===== config.mk =====
export PLATFORM = sky130hd
export DESIGN_NAME = radio_api_frame_codec_unit
export DESIGN_NICKNAME = d
export VERILOG_FILES = /design/src/rtl/rafc_pkg.sv /design/src/rtl/rafc_front.sv /design/src/rtl/rafc_queue.sv /design/src/rtl/rafc_back.sv /design/src/rtl/radio_api_frame_codec_unit.sv
export SDC_FILE = /design/constraint.sdc
export NUM_CORES = 1
export LEC_CHECK = 0
export BUFFER_PORTS_ARGS = -buffer_cell sky130_fd_sc_hd__buf_2
export CAP_MARGIN = 20
export CORE_MARGIN = 1
export CORE_UTILIZATION = 60
export CTS_CLUSTER_SIZE = 24
export DETAILED_ROUTE_END_ITERATION = 10
export GPL_ROUTABILITY_DRIVEN = 0
export GPL_TIMING_DRIVEN = 0
export PLACE_DENSITY = 0.85
export SLEW_MARGIN = 20
export SYNTH_ARGS = -nofsm -noshare
export SYNTH_HDL_FRONTEND = slang
export SYNTH_SLANG_ARGS = --single-unit

===== constraint.sdc =====
create_clock -name i_clk -period 9.3 [get_ports i_clk]
set_input_delay 0.465 -clock i_clk [delete_from_list [all_inputs] [get_ports i_clk]]
set_output_delay 0.465 -clock i_clk [all_outputs]
set_load 0.02 [all_outputs]

===== src/rtl/rafc_pkg.sv =====
// shared types, codes and constants of the radio api frame codec
package rafc_pkg;

    // default sizes
    localparam int PAYLOAD_BYTES_DEF = 16;
    localparam int QUEUE_DEPTH_DEF   = 4;

    // frame bytes
    localparam logic [7:0]  DELIM         = 8'h7E;
    localparam logic [7:0]  TYPE_RXPKT    = 8'h90;
    localparam logic [7:0]  TYPE_STATUS   = 8'h8B;
    localparam logic [7:0]  TYPE_TXREQ    = 8'h10;
    localparam logic [7:0]  DELIV_OK      = 8'h00;
    localparam logic [7:0]  DELIV_NOROUTE = 8'h25;
    localparam logic [15:0] RX_HEADER_LEN = 16'd12;
    localparam int          TX_HEADER_BYTES = 17;

    // result kinds
    localparam logic [2:0] KIND_TX_LINE    = 3'd0;
    localparam logic [2:0] KIND_RX_BYTE    = 3'd1;
    localparam logic [2:0] KIND_RX_END     = 3'd2;
    localparam logic [2:0] KIND_STATUS_END = 3'd3;
    localparam logic [2:0] KIND_DROP       = 3'd4;

    // configuration register indexes
    localparam logic [2:0] CFG_FRAME_IDENT     = 3'd0;
    localparam logic [2:0] CFG_DEST_ADDR_LONG  = 3'd1;
    localparam logic [2:0] CFG_DEST_ADDR_SHORT = 3'd2;
    localparam logic [2:0] CFG_HOP_RADIUS      = 3'd3;
    localparam logic [2:0] CFG_SEND_OPTIONS    = 3'd4;

    // transmit burst steps, header first then payload and checksum
    localparam logic [4:0] STEP_DELIM      = 5'd0;
    localparam logic [4:0] STEP_LEN_HI     = 5'd1;
    localparam logic [4:0] STEP_LEN_LO     = 5'd2;
    localparam logic [4:0] STEP_TYPE       = 5'd3;
    localparam logic [4:0] STEP_IDENT      = 5'd4;
    localparam logic [4:0] STEP_LONG_FIRST = 5'd5;
    localparam logic [4:0] STEP_LONG_LAST  = 5'd12;
    localparam logic [4:0] STEP_SHORT_HI   = 5'd13;
    localparam logic [4:0] STEP_SHORT_LO   = 5'd14;
    localparam logic [4:0] STEP_RADIUS     = 5'd15;
    localparam logic [4:0] STEP_OPTIONS    = 5'd16;
    localparam logic [4:0] STEP_PAYLOAD    = 5'd17;
    localparam logic [4:0] STEP_CHECK      = 5'd18;

    // receive parser phases
    typedef enum logic [3:0] {
        PH_HUNT, PH_LEN_HI, PH_LEN_LO, PH_TYPE, PH_SRC_LONG, PH_SRC_SHORT,
        PH_OPTS, PH_PAYLOAD, PH_RX_CK, PH_ST_ID, PH_ST_ADDR, PH_ST_RETRY,
        PH_ST_DELIV, PH_ST_DISC, PH_ST_CK
    } t_phase;

    typedef struct packed {
        logic       cmd;
        logic [7:0] data_byte;
    } t_item;

    typedef struct packed {
        logic [2:0]  out_kind;
        logic [7:0]  out_byte;
        logic [15:0] byte_index;
        logic        run_last;
        logic [63:0] source_long;
        logic [15:0] source_short;
        logic [7:0]  recv_options;
        logic [7:0]  retries;
        logic [7:0]  delivery_code;
        logic [7:0]  discovery_code;
        logic        delivered;
    } t_result;

    typedef struct packed {
        logic [7:0] retries;
        logic [7:0] delivery;
        logic [7:0] discovery;
    } t_status;

    // one classified request handed from front to back
    typedef struct packed {
        logic        is_tx;
        logic        hdr;
        logic        ck;
        logic [2:0]  kind;
        logic [7:0]  data;
        logic [15:0] index;
        logic [63:0] src_long;
        logic [15:0] src_short;
        logic [7:0]  opts;
        t_status     status;
        logic        delivered;
    } t_job;

    typedef struct packed {
        logic [7:0]  frame_ident;
        logic [63:0] dest_addr_long;
        logic [15:0] dest_addr_short;
        logic [7:0]  hop_radius;
        logic [7:0]  send_options;
    } t_cfg;

endpackage


===== src/rtl/rafc_front.sv =====
// front end: receive parser, transmit counter and status, classifies each request
module rafc_front #(
    parameter int PAYLOAD_BYTES = rafc_pkg::PAYLOAD_BYTES_DEF
) (
    input  logic             i_clk,
    input  logic             i_rst_n,
    input  logic             i_valid,
    input  rafc_pkg::t_item  i_item,
    output logic             o_job_valid,
    output rafc_pkg::t_job   o_job
);
    import rafc_pkg::*;

    localparam int TXW = (PAYLOAD_BYTES > 1) ? $clog2(PAYLOAD_BYTES) : 1;
    localparam logic [TXW-1:0] TX_LAST = TXW'(PAYLOAD_BYTES - 1);

    t_phase         r_phase, n_phase;
    logic [15:0]    r_length, n_length;
    logic [15:0]    r_count, n_count;
    logic [63:0]    r_src_long, n_src_long;
    logic [15:0]    r_src_short, n_src_short;
    logic [7:0]     r_opts, n_opts;
    t_status        r_status, n_status;
    logic [TXW-1:0] r_tx_count, n_tx_count;

    logic [15:0] count_inc;
    logic [7:0]  b;

    assign b         = i_item.data_byte;
    assign count_inc = r_count + 16'd1;

    // state register
    always_ff @(posedge i_clk) begin
        if (!i_rst_n) begin
            r_phase     <= PH_HUNT;
            r_length    <= '0;
            r_count     <= '0;
            r_src_long  <= '0;
            r_src_short <= '0;
            r_opts      <= '0;
            r_status    <= '0;
            r_tx_count  <= '0;
        end else begin
            r_phase     <= n_phase;
            r_length    <= n_length;
            r_count     <= n_count;
            r_src_long  <= n_src_long;
            r_src_short <= n_src_short;
            r_opts      <= n_opts;
            r_status    <= n_status;
            r_tx_count  <= n_tx_count;
        end
    end

    // next state and job classification
    always_comb begin
        n_phase     = r_phase;
        n_length    = r_length;
        n_count     = r_count;
        n_src_long  = r_src_long;
        n_src_short = r_src_short;
        n_opts      = r_opts;
        n_status    = r_status;
        n_tx_count  = r_tx_count;
        o_job_valid = 1'b0;
        o_job       = '0;
        o_job.status = r_status;
        o_job.data   = b;

        if (i_valid) begin
            if (i_item.cmd) begin
                // transmit payload byte
                o_job_valid = 1'b1;
                o_job.is_tx = 1'b1;
                o_job.hdr   = (r_tx_count == '0);
                o_job.ck    = (r_tx_count == TX_LAST);
                if (r_tx_count == TX_LAST) begin
                    n_tx_count = '0;
                    o_job.delivered = (r_status.delivery == DELIV_OK);
                    if (r_status.delivery == DELIV_OK) begin
                        n_status.delivery = DELIV_NOROUTE;
                    end
                end else begin
                    n_tx_count = r_tx_count + TXW'(1);
                end
            end else begin
                // receive link byte
                unique case (r_phase)
                    PH_HUNT: begin
                        if (b == DELIM) begin
                            n_phase = PH_LEN_HI;
                        end
                    end
                    PH_LEN_HI: begin
                        n_length = {b, 8'h00};
                        n_phase  = PH_LEN_LO;
                    end
                    PH_LEN_LO: begin
                        n_length = r_length | {8'h00, b};
                        n_phase  = PH_TYPE;
                    end
                    PH_TYPE: begin
                        n_count = '0;
                        if (b == TYPE_RXPKT) begin
                            n_src_long = '0;
                            n_phase    = PH_SRC_LONG;
                        end else if (b == TYPE_STATUS) begin
                            n_phase = PH_ST_ID;
                        end else begin
                            o_job_valid = 1'b1;
                            o_job.kind  = KIND_DROP;
                            n_phase     = PH_HUNT;
                        end
                    end
                    PH_SRC_LONG: begin
                        n_src_long = {r_src_long[55:0], b};
                        n_count    = count_inc;
                        if (count_inc >= 16'd8) begin
                            n_count     = '0;
                            n_src_short = '0;
                            n_phase     = PH_SRC_SHORT;
                        end
                    end
                    PH_SRC_SHORT: begin
                        n_src_short = {r_src_short[7:0], b};
                        n_count     = count_inc;
                        if (count_inc >= 16'd2) begin
                            n_phase = PH_OPTS;
                        end
                    end
                    PH_OPTS: begin
                        n_opts  = b;
                        n_count = '0;
                        n_phase = (r_length > RX_HEADER_LEN) ? PH_PAYLOAD : PH_RX_CK;
                    end
                    PH_PAYLOAD: begin
                        o_job_valid = 1'b1;
                        o_job.kind  = KIND_RX_BYTE;
                        o_job.index = r_count;
                        n_count     = count_inc;
                        if (count_inc >= (r_length - RX_HEADER_LEN)) begin
                            n_phase = PH_RX_CK;
                        end
                    end
                    PH_RX_CK: begin
                        o_job_valid     = 1'b1;
                        o_job.kind      = KIND_RX_END;
                        o_job.data      = '0;
                        o_job.src_long  = r_src_long;
                        o_job.src_short = r_src_short;
                        o_job.opts      = r_opts;
                        n_phase         = PH_HUNT;
                    end
                    PH_ST_ID: begin
                        n_count = '0;
                        n_phase = PH_ST_ADDR;
                    end
                    PH_ST_ADDR: begin
                        n_count = count_inc;
                        if (count_inc >= 16'd2) begin
                            n_phase = PH_ST_RETRY;
                        end
                    end
                    PH_ST_RETRY: begin
                        n_status.retries = b;
                        n_phase = PH_ST_DELIV;
                    end
                    PH_ST_DELIV: begin
                        n_status.delivery = b;
                        n_phase = PH_ST_DISC;
                    end
                    PH_ST_DISC: begin
                        n_status.discovery = b;
                        n_phase = PH_ST_CK;
                    end
                    PH_ST_CK: begin
                        o_job_valid = 1'b1;
                        o_job.kind  = KIND_STATUS_END;
                        o_job.data  = '0;
                        n_phase     = PH_HUNT;
                    end
                    default: begin
                        n_phase = PH_HUNT;
                    end
                endcase
            end
        end
    end

endmodule


===== src/rtl/rafc_queue.sv =====
// short request queue between front and back ends
module rafc_queue #(
    parameter int DEPTH = rafc_pkg::QUEUE_DEPTH_DEF
) (
    input  logic            i_clk,
    input  logic            i_rst_n,
    input  logic            i_push,
    input  rafc_pkg::t_job  i_job,
    output logic            o_full,
    output logic            o_head_valid,
    output rafc_pkg::t_job  o_head,
    input  logic            i_pop
);
    import rafc_pkg::*;

    localparam int PTR_W = (DEPTH > 1) ? $clog2(DEPTH) : 1;
    localparam int CNT_W = $clog2(DEPTH + 1);
    localparam logic [PTR_W-1:0] PTR_LAST = PTR_W'(DEPTH - 1);
    localparam logic [CNT_W-1:0] CNT_FULL = CNT_W'(DEPTH);

    t_job             r_mem [DEPTH];
    logic [PTR_W-1:0] r_wr_ptr, r_rd_ptr;
    logic [CNT_W-1:0] r_count;
    logic             do_push, do_pop;

    assign o_full       = (r_count == CNT_FULL);
    assign o_head_valid = (r_count != '0);
    assign o_head       = r_mem[r_rd_ptr];
    assign do_push      = i_push && !o_full;
    assign do_pop       = i_pop && o_head_valid;

    // storage
    always_ff @(posedge i_clk) begin
        if (do_push) begin
            r_mem[r_wr_ptr] <= i_job;
        end
    end

    // pointers and fill count
    always_ff @(posedge i_clk) begin
        if (!i_rst_n) begin
            r_wr_ptr <= '0;
            r_rd_ptr <= '0;
            r_count  <= '0;
        end else begin
            if (do_push) begin
                r_wr_ptr <= (r_wr_ptr == PTR_LAST) ? '0 : r_wr_ptr + PTR_W'(1);
            end
            if (do_pop) begin
                r_rd_ptr <= (r_rd_ptr == PTR_LAST) ? '0 : r_rd_ptr + PTR_W'(1);
            end
            if (do_push && !do_pop) begin
                r_count <= r_count + CNT_W'(1);
            end else if (do_pop && !do_push) begin
                r_count <= r_count - CNT_W'(1);
            end
        end
    end

endmodule


===== src/rtl/rafc_back.sv =====
// back end: expands requests into result items, builds transmit frames
module rafc_back #(
    parameter int PAYLOAD_BYTES = rafc_pkg::PAYLOAD_BYTES_DEF
) (
    input  logic              i_clk,
    input  logic              i_rst_n,
    input  rafc_pkg::t_cfg    i_cfg,
    input  logic              i_head_valid,
    input  rafc_pkg::t_job    i_head,
    output logic              o_head_pop,
    output rafc_pkg::t_result o_result,
    output logic              o_empty,
    input  logic              i_pop
);
    import rafc_pkg::*;

    localparam logic [15:0] TX_LEN = 16'(PAYLOAD_BYTES + TX_HEADER_BYTES + 1 - 4);

    logic [4:0] r_step;
    logic [7:0] r_sum;
    t_result    r_out;
    logic       r_out_valid;

    logic [4:0] step;
    logic       take, last;
    logic [7:0] tx_byte;
    logic [2:0] long_sel;
    t_result    res;

    // effective step of the head request
    assign step     = i_head.hdr ? r_step : r_step + STEP_PAYLOAD;
    assign last     = !i_head.is_tx || (i_head.ck ? (step == STEP_CHECK)
                                                  : (step == STEP_PAYLOAD));
    assign take     = i_head_valid && (!r_out_valid || i_pop);
    assign o_head_pop = take && last;
    assign long_sel = 3'(STEP_LONG_LAST - step);

    // transmit line byte for this step
    always_comb begin
        unique case (step) inside
            STEP_DELIM:      tx_byte = DELIM;
            STEP_LEN_HI:     tx_byte = TX_LEN[15:8];
            STEP_LEN_LO:     tx_byte = TX_LEN[7:0];
            STEP_TYPE:       tx_byte = TYPE_TXREQ;
            STEP_IDENT:      tx_byte = i_cfg.frame_ident;
            [STEP_LONG_FIRST:STEP_LONG_LAST]:
                             tx_byte = i_cfg.dest_addr_long[{long_sel, 3'b000} +: 8];
            STEP_SHORT_HI:   tx_byte = i_cfg.dest_addr_short[15:8];
            STEP_SHORT_LO:   tx_byte = i_cfg.dest_addr_short[7:0];
            STEP_RADIUS:     tx_byte = i_cfg.hop_radius;
            STEP_OPTIONS:    tx_byte = i_cfg.send_options;
            STEP_PAYLOAD:    tx_byte = i_head.data;
            STEP_CHECK:      tx_byte = ~r_sum;
            default:         tx_byte = '0;
        endcase
    end

    // result item of this step
    always_comb begin
        res                = '0;
        res.run_last       = last;
        res.retries        = i_head.status.retries;
        res.delivery_code  = i_head.status.delivery;
        res.discovery_code = i_head.status.discovery;
        if (i_head.is_tx) begin
            res.out_kind  = KIND_TX_LINE;
            res.out_byte  = tx_byte;
            res.delivered = (step == STEP_CHECK) && i_head.delivered;
        end else begin
            res.out_kind     = i_head.kind;
            res.out_byte     = i_head.data;
            res.byte_index   = i_head.index;
            res.source_long  = i_head.src_long;
            res.source_short = i_head.src_short;
            res.recv_options = i_head.opts;
        end
    end

    // step counter and running checksum
    always_ff @(posedge i_clk) begin
        if (!i_rst_n) begin
            r_step <= '0;
            r_sum  <= '0;
        end else if (take) begin
            r_step <= last ? '0 : r_step + 5'd1;
            if (i_head.is_tx) begin
                if (step == STEP_DELIM || step == STEP_CHECK) begin
                    r_sum <= '0;
                end else if (step >= STEP_TYPE) begin
                    r_sum <= r_sum + tx_byte;
                end
            end
        end
    end

    // output register
    always_ff @(posedge i_clk) begin
        if (!i_rst_n) begin
            r_out_valid <= 1'b0;
        end else if (take) begin
            r_out_valid <= 1'b1;
        end else if (i_pop) begin
            r_out_valid <= 1'b0;
        end
    end

    always_ff @(posedge i_clk) begin
        if (take) begin
            r_out <= res;
        end
    end

    assign o_result = r_out;
    assign o_empty  = !r_out_valid;

    // step never runs past the checksum
    a_step_range: assert property (@(posedge i_clk) disable iff (!i_rst_n)
        r_step <= STEP_CHECK)
        else $error("burst step out of range");

    // receive requests give a single result
    a_rx_single: assert property (@(posedge i_clk) disable iff (!i_rst_n)
        i_head_valid && !i_head.is_tx |-> r_step == '0)
        else $error("receive request mid burst");

    // a delivered flag only on the closing line byte of a request
    a_delivered_last: assert property (@(posedge i_clk) disable iff (!i_rst_n)
        r_out_valid && r_out.delivered |-> r_out.run_last
            && r_out.out_kind == KIND_TX_LINE)
        else $error("delivered flag outside checksum byte");

endmodule


===== src/rtl/radio_api_frame_codec_unit.sv =====
// top level of the radio api frame codec: config registers, front, queue and back
//
//  channel   direction  handshake            payload
//  input     in         push / full          i_item (cmd, data_byte)
//  result    out        empty / pop          o_result (out_kind .. delivered)
//  config    in         i_cfg_valid / ready  i_cfg_index, i_cfg_data
//
// every input request is taken while the request queue has room; results leave
// one per cycle while pop is held; a first transmit payload byte gives 18 results
// and the last one a checksum byte too, so the back end sets the drain rate.
// synchronous active-low reset; no clearing pass, ready in the cycle after.
// either side may stall: the queue and the output register decouple them.
module radio_api_frame_codec_unit #(
    parameter int PAYLOAD_BYTES = rafc_pkg::PAYLOAD_BYTES_DEF,
    parameter int QUEUE_DEPTH   = rafc_pkg::QUEUE_DEPTH_DEF
) (
    input  logic              i_clk,
    input  logic              i_rst_n,
    input  logic              push,
    output logic              full,
    input  rafc_pkg::t_item   i_item,
    output logic              empty,
    input  logic              pop,
    output rafc_pkg::t_result o_result,
    input  logic              i_cfg_valid,
    output logic              o_cfg_ready,
    input  logic [2:0]        i_cfg_index,
    input  logic [63:0]       i_cfg_data
);
    import rafc_pkg::*;

    t_cfg r_cfg;
    logic accept, job_valid, head_valid, head_pop;
    t_job job, head;

    assign o_cfg_ready = 1'b1;
    assign accept      = push && !full;

    // configuration registers
    always_ff @(posedge i_clk) begin
        if (!i_rst_n) begin
            r_cfg <= '0;
        end else if (i_cfg_valid && o_cfg_ready) begin
            unique case (i_cfg_index)
                CFG_FRAME_IDENT:     r_cfg.frame_ident     <= i_cfg_data[7:0];
                CFG_DEST_ADDR_LONG:  r_cfg.dest_addr_long  <= i_cfg_data;
                CFG_DEST_ADDR_SHORT: r_cfg.dest_addr_short <= i_cfg_data[15:0];
                CFG_HOP_RADIUS:      r_cfg.hop_radius      <= i_cfg_data[7:0];
                CFG_SEND_OPTIONS:    r_cfg.send_options    <= i_cfg_data[7:0];
                default:             ;
            endcase
        end
    end

    rafc_front #(.PAYLOAD_BYTES(PAYLOAD_BYTES)) u_front (
        .i_clk       (i_clk),
        .i_rst_n     (i_rst_n),
        .i_valid     (accept),
        .i_item      (i_item),
        .o_job_valid (job_valid),
        .o_job       (job)
    );

    rafc_queue #(.DEPTH(QUEUE_DEPTH)) u_queue (
        .i_clk        (i_clk),
        .i_rst_n      (i_rst_n),
        .i_push       (job_valid),
        .i_job        (job),
        .o_full       (full),
        .o_head_valid (head_valid),
        .o_head       (head),
        .i_pop        (head_pop)
    );

    rafc_back #(.PAYLOAD_BYTES(PAYLOAD_BYTES)) u_back (
        .i_clk        (i_clk),
        .i_rst_n      (i_rst_n),
        .i_cfg        (r_cfg),
        .i_head_valid (head_valid),
        .i_head       (head),
        .o_head_pop   (head_pop),
        .o_result     (o_result),
        .o_empty      (empty),
        .i_pop        (pop)
    );

endmodule

==> results.py <==
metrics = {
    "status": {
        "status": "finished, final reports clean",
    },
    "drt": {
        "post_drt_wl_per_cell_um": 24.3,
        "drt_iter0_drc": 3205,
        "viasPerCell": 6.31,
        "firstDrtPassIters": 7,
        "wl_um": 96900,
        "num_vias": 25200,
        "drc_errors": 0,
        "drtAntennaViolNets": 0,
    },
    "grt": {
        "overflow": 0,
        "grt_pass1_vias": 25600,
        "grt_use_total_pct": 29.0,
        "grt_max_degree": 104,
        "antenna_found_initial": 11,
        "grt_pass1_wl_um": 147000,
    },
    "setup_path": {
        "crit_required_ns": 9.82,
        "path_cells": "buf_6, mux4_2, buf_6, xnor2_4, buf_4, ha_1, buf_1, clkbuf_1, mux4_2, mux2i_1, o2111ai_1, ha_1, fa_1, a21o_1, a21o_1, a21o_1, a21oi_1, xnor2_1, a22oi_1, nor2_1",
        "r2r-end": "u_back.r_sum[6]",
        "reg2reg_depth": 20,
        "start_kind": "flop",
        "critPathKind": "reg2reg",
        "path_max_fanout": 11,
        "worst_path_most_repeated_cell": "a21o_1",
        "worst_path_max_delay_cell": "clkbuf_1",
        "endpoint_kind": "flop",
        "rrSetupSlack_ns": 2.91,
        "arrival_ns": 6.90,
        "critPathMaxStageDelay_ns": 0.72,
    },
    "yosys": {
        "synth_flop_cell": "edfxtp_1",
        "syn_area_um2": 39500,
        "synth_edf_count": 713,
        "synth_area_per_cell_um2": 14.5,
        "ys_async_sr_fraction_pct": 0,
        "ys_seq_elements": 992,
        "synth_warnings": 0,
        "synth_nets": 2841,
        "synthCells": 2719,
        "seq_area_frac_synth_pct": 68.3,
        "yosysUniqueCellTypes": 85,
    },
    "cts": {
        "cts_tree": "yes",
        "htree_levels": 3,
        "numCtsBuffers": 96,
        "cts_resized": 0,
        "holdBufCountCts": 0,
        "path_clk_slew_ns": 0.06,
        "post_cts_buffers": 0,
        "cts_root_buf": "clkbuf_16",
        "cts.path.max_buffers": 3,
        "cts.sink_count": 992,
        "insertion_delay_ns": 0.66,
    },
    "floorplanning": {
        "dieArea_um2": 66900,
        "start_util_pct": 61.0,
        "io_pins": 225,
        "die_y_um": 259,
        "coreArea_um2": 64800,
        "die_x_um": 259,
        "placementRows": 93,
    },
    "layout": {
        "final_common_cell": "edfxtp_1",
        "nets": 3174,
        "fill_cells": 3924,
        "final_cell_mix": "edfxtp_1, nand2_1, dfxtp_1",
        "drive_gt1_share_pct": 19.5,
        "synthToLayoutAreaGrowth_pct": 14.7,
        "fin_area_um2": 45400,
    },
    "flow_run": {
        "max-cap-violations": 0,
    },
    "hold_path": {
        "hold_start": "i_cfg_data[37]",
        "hold_class": "in2reg",
        "holdPathStages": 3,
        "hold-path-endpoint": "r_cfg[69]",
    },
    "sta": {
        "tns_ns": 0,
        "fin_crit_sh_pct": 68.7,
        "fmax_mhz": 157,
        "min_period_ns": 6.39,
        "worst_pin_slew_ns": 1.17,
        "fin_skew_ns": 0.0287,
        "drv_slew": 0,
        "rsz0062_at_grt": "false",
        "setup_viol": 0,
        "hold_viol": 0,
        "slew_headroom_pct": 21.8,
    },
    "power_and_ir_drop": {
        "internal_power_uw": 8600,
        "leakage_uw": 0.0160,
        "power_switching_uw": 3530,
        "seq_power_share_pct": 45.2,
        "powerDensity_nw_per_um2": 267,
        "pwr-share-comb_pct": 22.1,
        "sw_frac_of_total_pct": 29.1,
        "ir_drop_v": 0.000213,
        "p_clk_share_pct": 32.7,
    },
    "placement": {
        "dp_hpwl_um": 61400,
        "port_buffers": 222,
        "placed_cell_area_um2": 42100,
    },
}
## final cells by class
cell class | instances | area (um2) | share of cell area (%)
clock inverters | 46 | 517 | 1.14
clock buffers | 133 | 2710 | 5.97
plain buffers | 168 | 689 | 1.52
well taps | 855 | 1070 | 2.36
diodes | 5 | 12.5 | 0.0276
flip-flops and latches | 992 | 27000 | 59.5
multi-input cells | 1525 | 11800 | 25.9
repair buffers | 235 | 1470 | 3.24
inverters | 34 | 135 | 0.298
## cell usage after synthesis, types with 14 or more instances
cell / n / area (um2)
a21o_1: 17 / 128
a21oi_1: 170 / 851
a22oi_1: 84 / 631
and2_1: 119 / 744
buf_1: 24 / 90.1
clkbuf_1: 126 / 473
dfxtp_1: 279 / 5590
edfxtp_1: 713 / 21400
ha_1: 39 / 488
inv_1: 33 / 124
mux2i_1: 37 / 370
mux4_2: 158 / 3560
nand2_1: 285 / 1070
nand2b_1: 14 / 87.6
nand3_1: 22 / 110
nor2_1: 182 / 683
nor2b_1: 112 / 701
nor3_1: 23 / 115
o2111ai_1: 19 / 166
o21ai_0: 24 / 120
or3_1: 14 / 87.6
xnor2_1: 27 / 236
xor2_1: 17 / 149
## critical path: cells and delay by family (launching register included)
kind	cells	cell delay (ns)
compound gates	6	1.17
fa+ha+maj	3	0.92
simple gates	1	0.06
mux	3	1.42
buf+inv	5	1.86
flops	1	0.32
xor+xnor	2	0.47
## state kept, by name (all words and copies together) (netlist names), 2 cells and up, named ones only
name / flops
r_cfg: 104
u_back.o_result: 141
u_back.r_step: 5
u_back.r_sum: 8
u_front.o_job: 24
u_front.r_count: 16
u_front.r_length: 16
u_front.r_opts: 8
u_front.r_phase: 4
u_front.r_src_long: 64
u_front.r_src_short: 16
u_front.r_tx_count: 4
u_queue.r_count: 3
u_queue.r_mem: 572
u_queue.r_rd_ptr: 2
u_queue.r_wr_ptr: 2
## worst max path at each step
stage / from / endpoint / slack, ns / cells past startpoint
final: flop / u_back.r_sum[6] / 2.91 / 20
after global routing: flop / u_back.r_sum[6] / 2.62 / 20
after CTS: flop / u_back.r_sum[6] / 2.97 / 20
after detailed placement: flop / u_back.r_sum[6] / 3.03 / 20
after global placement: i_item[4] / u_queue.r_mem[3][70] / 0.64 / 7
after floorplan: u_front.r_phase[0] / u_queue.r_mem[0][0] / 3.86 / 5
## layer usage
layer | GRT usage (%) | routed length, um
met5 | 0 | 62
met2 | 50.6 | 49100
met3 | 5.81 | 9090
met1 | 34.6 | 33700
met4 | 13.9 | 4960
## power groups by stage
stage / clock network, uW / logic, uW / registers [uW]
global placement: 0 / 2540 / 5660
floorplan: 0 / 1410 / 5990
finish: 3970 / 2680 / 5480
CTS: 3990 / 2690 / 5490
global route: 4160 / 2850 / 5520
detailed placement: 0 / 2660 / 5570
## stage by stage
step | hold slack [ns] | total power, uW | setup slack [ns] | util, % | cells
after global routing | 0.0431 | 12500 | 2.62 | 70.0 | 3988
after global placement | 0.439 | 8200 | 0.635 | 64.4 | 3796
after CTS | 0.0297 | 12200 | 2.97 | 70.0 | 3988
after floorplan | 0.427 | 7400 | 3.86 | - | 2719
final | 0.0499 | 12100 | 2.91 | 70.0 | 3993
after detailed placement | 0.445 | 8220 | 3.03 | 65.0 | 3809
## kinds of logic after synthesis
logic type / share of synthesized area [%]
adders and majority gates: 1.34
DFF: 68.3
AOI/OAI and AO/OA: 6.58
buffers and inverters: 2.06
xor gates and xnor gates: 1.09
other: 0.00948
and+or+nand+nor: 10.5
muxes: 10.2
(Power assumes the default switching activity.)
